===== src/hw/rtl/ltcs_pkg.sv =====
// Shared types and register codes of the chunk sizing block.
// No dependencies.
package ltcs_pkg;

    // Register indexes of the configuration port.
    typedef enum logic [2:0] {
        REG_BASE  = 3'd0,
        REG_MIN   = 3'd1,
        REG_GAIN  = 3'd2,
        REG_ALIGN = 3'd3,
        REG_READY = 3'd4,
        REG_QUAD  = 3'd5,
        REG_LIN   = 3'd6,
        REG_TGT   = 3'd7
    } t_reg_idx;

    localparam int unsigned CHUNK_BITS = 16;
    localparam logic [16:0] GAIN_ONE = 17'd65536;

    // Per-item data that rides along the pipeline.
    typedef struct packed {
        logic                  vld;
        logic [CHUNK_BITS-1:0] cap;
        logic [CHUNK_BITS-1:0] rem16;
        logic                  rem_big;
        logic                  dz;
        logic [CHUNK_BITS-1:0] bnd;
        logic                  eq;
    } t_side;

endpackage


===== src/hw/rtl/ltcs_mod_cell.sv =====
// One cell of the remainder chain: one restoring step of bounded % align.
// Depends on ltcs_pkg.
module ltcs_mod_cell #(
    parameter int unsigned BIT = 0
) (
    input  logic            i_clk,
    input  logic            i_rst_n,
    input  ltcs_pkg::t_side i_side,
    input  logic [16:0]     i_r,
    input  logic [15:0]     i_align,
    output ltcs_pkg::t_side o_side,
    output logic [16:0]     o_r
);
    import ltcs_pkg::*;

    logic [16:0] w_t;
    t_side       r_side;
    logic [16:0] r_r;

    // Shift in the next bit of the dividend and subtract when it fits.
    assign w_t = {i_r[15:0], i_side.bnd[BIT]};

    always_ff @(posedge i_clk) begin
        r_r <= (w_t >= {1'b0, i_align}) ? (w_t - {1'b0, i_align}) : w_t;
        if (!i_rst_n) begin
            r_side.vld <= 1'b0;
        end else begin
            r_side <= i_side;
        end
    end

    assign o_side = r_side;
    assign o_r    = r_r;
endmodule


===== config.mk =====
export PLATFORM = sky130hd
export DESIGN_NAME = ltcs_mod_cell
export DESIGN_NICKNAME = d
export VERILOG_FILES = /design/src/hw/rtl/ltcs_pkg.sv /design/src/hw/rtl/ltcs_mod_cell.sv
export SDC_FILE = /design/constraint.sdc
export NUM_CORES = 1
export LEC_CHECK = 0
export CORE_MARGIN = 5
export CORE_UTILIZATION = 50
export CTS_CLUSTER_DIAMETER = 200
export DETAILED_ROUTE_END_ITERATION = 16
export DONT_BUFFER_PORTS = 1
export HOLD_SLACK_MARGIN = 0.08
export MAX_ROUTING_LAYER = met4
export PLACE_DENSITY_LB_ADDON = 0.2
export SYNTH_ARGS = -nofsm -noshare
export SYNTH_HDL_FRONTEND = slang
export SYNTH_SLANG_ARGS = --single-unit

===== constraint.sdc =====
create_clock -name i_clk -period 2.3 [get_ports i_clk]
set_clock_uncertainty 0.2 [all_clocks]
set_input_delay 0 -clock i_clk [delete_from_list [all_inputs] [get_ports i_clk]]
set_output_delay 0 -clock i_clk [all_outputs]
set_load 0.005 [all_outputs]

==> out/results.env <==
CLOCK_TREE.HTREE_LEVEL_COUNT=3
FINAL-HOLD-VIOLATION-COUNT=5
WORST_SETUP_HOLD_PATH_CLK_SLEW_NS=0.08
KIND_OF_END_POINT_OF_THE_CRITICAL_PATH='register'
MAPPEDNETLISTNETS=342
WIRELENGTH_MM=7.89
DR_TOTAL_VIAS=2173
P_PER_AREA_nW_PER_UM2=761
SYNTH.DISTINCT_CELLS=50
DIEHEIGHT_UM=88.6
DRTANTENNAVIOLNETS=0
WORST_PIN_SLEW_NS=0.452
SYNTHFLOPTYPE='sky130_fd_sc_hd__edfxtp_1'
FILL_CELLS=403
GRT_OVERFLOW_TOTAL=0
IO-PIN-COUNT=156
WORST_PATH_CELL_WITH_THE_LONGEST_STAGE_DELAY='sky130_fd_sc_hd__dlygate4sd3_1'
YOSYSTOPAREACELLSHARE_PCT=49.5
DRC_VIOLATIONS=0
FIN_NETS=434
PORT_BUFFER_CELLS=0
SYNTH.AVG_CELL_AREA_UM2=13.0
CTS_BUFFERS=9
CTS_ROOT_BUF='sky130_fd_sc_hd__clkbuf_8'
HOLDPATHEND='o_side[1]'
DIE_AREA_UM2=7860
FLOORPLAN.CORE_AREA_UM2=5960
YOSYS_REGISTER_BITS=69
CRIT_BUF_INV=2
MOST-COMMON-LAYOUT-CELLS='sky130_fd_sc_hd__dlygate4sd3_1, sky130_fd_sc_hd__edfxtp_1, sky130_fd_sc_hd__inv_1'
POST_DRT_VIA_CELL_RATIO=5.30
MIN-DELAY-PATH-CLASS='in2reg'
CP_SLOWEST_STAGE_DELAY_NS=0.54
GRT_FIRST_PASS_WIRELENGTH_MM=11.7
IR_DROP_mV=0.521
PLACE_INST=313
HOLD_PATH_DEPTH=0
CLOCK_TREE_FROM_TRITONCTS='yes'
SYNTH-SEQ-AREA-SHARE_PCT=61.2
OUTCOME='finished with violations'
GRT.TOTAL_USAGE_PCT=20.8
POWER.SHARE.SEQUENTIAL_PCT=47.9
TIMING.FINAL.CRIT_SHARE_PCT=95.6
LAYOUT_MIN_CYCLE_TIME_NS=2.20
DRT_FIRST_ITER_VIOLATIONS=57
POSTSYNTH.ASYNCRESETSHARE_PCT=0
TOTAL_SWITCHING_POWER_uW=780
REQUIRED_TIME_OF_THE_CRITICAL_PATH_NS=2.32
MAX-CLOCK-PATH-BUFFERS=2
POST_DRT_WL_PER_CELL_UM=19.2
DRIVE_ABOVE_1_SHARE_PCT=14.3
GRT_ANTENNA_BEFORE_REPAIR=0
YOSYS_WARNINGS=0
FLOW.AREA_GROWTH_FROM_SYNTHESIS_PCT=38.8
SETUP_VIOL_COUNT_FINAL=0
WORSTPATHCELLLIST='dlygate4sd3_1 > inv_1 > ha_2 > and3_2 > a221oi_4 > a31oi_4 > a311oi_2 > xnor2_1 > mux2_4'
TIMING_MAX_TRANSITION_VIOLATIONS_FINAL=0
MAXCLOCKFREQUENCY_MHz=455
LEAKAGEPOWER_nW=1.71
MAXCAPVIOLCOUNT=0
ANTENNA-DIODE-COUNT=0
CTS.REPAIR_TIMING.SETUP_BUFFER_COUNT=0
SYNTHESIS.AREA_UM2=3090
FINAL_CELL_COUNT_NO_FILL=410
FLOORPLAN.DIE.WIDTH_UM=88.6
TIMING_WORST_SETUP_PATH_TYPE='in2reg'
ROWS=28
DRT_PRE_ANTENNA_ITERS=4
SYNTH_LARGEST_AREA_CELL='sky130_fd_sc_hd__edfxtp_1'
VIOLATIONS='negative hold slack'
P_SW_SHARE_PCT=23.9
TIMING.MAX_SLEW.REL_SLACK_PCT=69.5
WORST_HOLD_STARTPOINT='i_side[1]'
MAXIMUM_NUMBER_OF_PINS_ON_ONE_NET_BEFORE_GLOBAL_ROUTE_REPAIR=53
CRITICAL_PATH_PEAK_FANOUT=5
DETAILED_PLACE_HPWL_MM=5.53
SYN_INST=238
INTERNAL-POWER_mW=2.49
RSZ0062_AT_GRT='false'
INITIAL_UTILIZATION_PCT=51.9
POST_SYNTH_MAIN_AREA_CONTRIBUTORS='sky130_fd_sc_hd__edfxtp_1, sky130_fd_sc_hd__dfxtp_1, sky130_fd_sc_hd__ha_1'
NUMBER_OF_SYNTHESIZED_FLOPS_WITH_AN_ENABLE_PIN=51
ROUTABILITYCONGESTION=0.833
WORST_HOLD_SLACK_NS=-0.432
CRITICAL-PATH-TOP-DELAY-FAMILY='compound AO/OA/AOI/OAI gates'
CTS.SINKS=69
MOST_COMMON_LIBRARY_CELL_IN_THE_LAYOUT_IGNORING_FILL_AND_TAPS='sky130_fd_sc_hd__dlygate4sd3_1'
SORT_OF_ELEMENT_AT_THE_START_OF_THE_CRITICAL_PATH='primary input'
VIAS_IN_THE_FIRST_GLOBAL_ROUTE=2135
WORST-ENDPOINT-ARRIVAL_NS=2.22
PWR-SHARE-CLK_PCT=36.5
PWR-SHARE-COMB_PCT=15.6
==> kinds of logic (layout without fill, tap and decap cells) <==
| family | after synthesis | in the layout | synth area share [%] |
|---|---|---|---|
| fa+ha+maj | 17 | 17 | 7.12 |
| buf+inv | 33 | 130 | 4.45 |
| simple gates | 45 | 45 | 7.45 |
| xor+xnor | 9 | 9 | 2.55 |
| flops | 69 | 69 | 61.2 |
| mux | 9 | 9 | 3.28 |
| compound gates | 56 | 56 | 14.0 |
==> area by class of cell <==
cell class,instances,area (um^2),area share [%]
multi-input cells,136,1080,25.2
repair buffers,88,881,20.5
inverters,26,97.6,2.27
flip-flops and latches,69,1890,44.1
well taps,75,93.8,2.19
clock inverters,7,121,2.83
clock buffers,9,124,2.89
==> registers in the layout, summed over array words and instances (netlist names) <==
signal	cells
o_side	52
o_r	17
==> synthesized netlist by cell type (all sizes together) (2+ instances only) <==
cell type   n
o21bai      2
dfxtp      18
or3         3
o21ai       8
xnor2       9
inv        26
nand2       7
a31o        4
o2111ai     3
a31oi       3
o21a        3
a21oi      17
nor2       13
edfxtp     51
and4        2
and3        4
mux2        6
a21o        4
mux2i       3
nor3        3
buf         6
nand3       7
ha         16
a211oi      2
==> worst max-delay path by stage <==
stage	cells after the start	startpoint	to	slack (ns)
4_1_cts	8	i_r[11]	o_r[1]	0.03
2_1_floorplan	10	i_side[1]	o_r[14]	0.05
5_1_grt	9	i_align[5]	o_r[14]	0.001
3_3_place_gp	10	i_side[1]	o_r[14]	0.05
3_5_place_dp	10	i_side[1]	o_r[14]	-0.04
6_report	9	i_align[5]	o_r[14]	0.10
==> power groups by stage <==
stage / clock network, mW / logic (mW) / registers [mW]
after CTS: 1.20 / 0.504 / 1.57
after floorplan: 0 / 0.295 / 1.56
after global placement: 0 / 0.357 / 1.59
final: 1.19 / 0.510 / 1.56
after global routing: 1.29 / 0.569 / 1.58
after detailed placement: 0 / 0.361 / 1.60
==> stage by stage <==
| stage | utilization, % | power [mW] | setup TNS (ns) | worst slack (ns) | area (um^2) |
|---|---|---|---|---|---|
| finish | 72.0 | 3.27 | 0 | 0.100 | 4290 |
| global route | 72.0 | 3.44 | 0 | 0.00135 | 4290 |
| CTS | 71.6 | 3.27 | 0 | 0.0338 | 4260 |
| detailed placement | 53.7 | 1.96 | -0.0455 | -0.0379 | 3200 |
| global placement | 53.7 | 1.95 | 0 | 0.0465 | 3200 |
| floorplan | - | 1.86 | 0 | 0.0472 | 3090 |
==> what timing repair did <==
action                                  in CTS  in global routing
resized for setup                            0                  7
endpoints found under the setup margin       0                  7
endpoints found under the hold margin      120                  6
hold buffers                                80                  1
==> layer usage <==
layer / share of wire, % / wire length, um / vias to the layer above / GRT usage, %
met3: 9.4 / 743 / 15 / 7.08
met1: 38 / 3010 / 991 / 22.7
met2: 51 / 4010 / 101 / 35.2
met4: 1.7 / 134 / 0 / 7.42
li1: - / - / 1066 / -
met5: 0 / 0 / - / -
No activity file was read; power rests on OpenSTA's default activity.
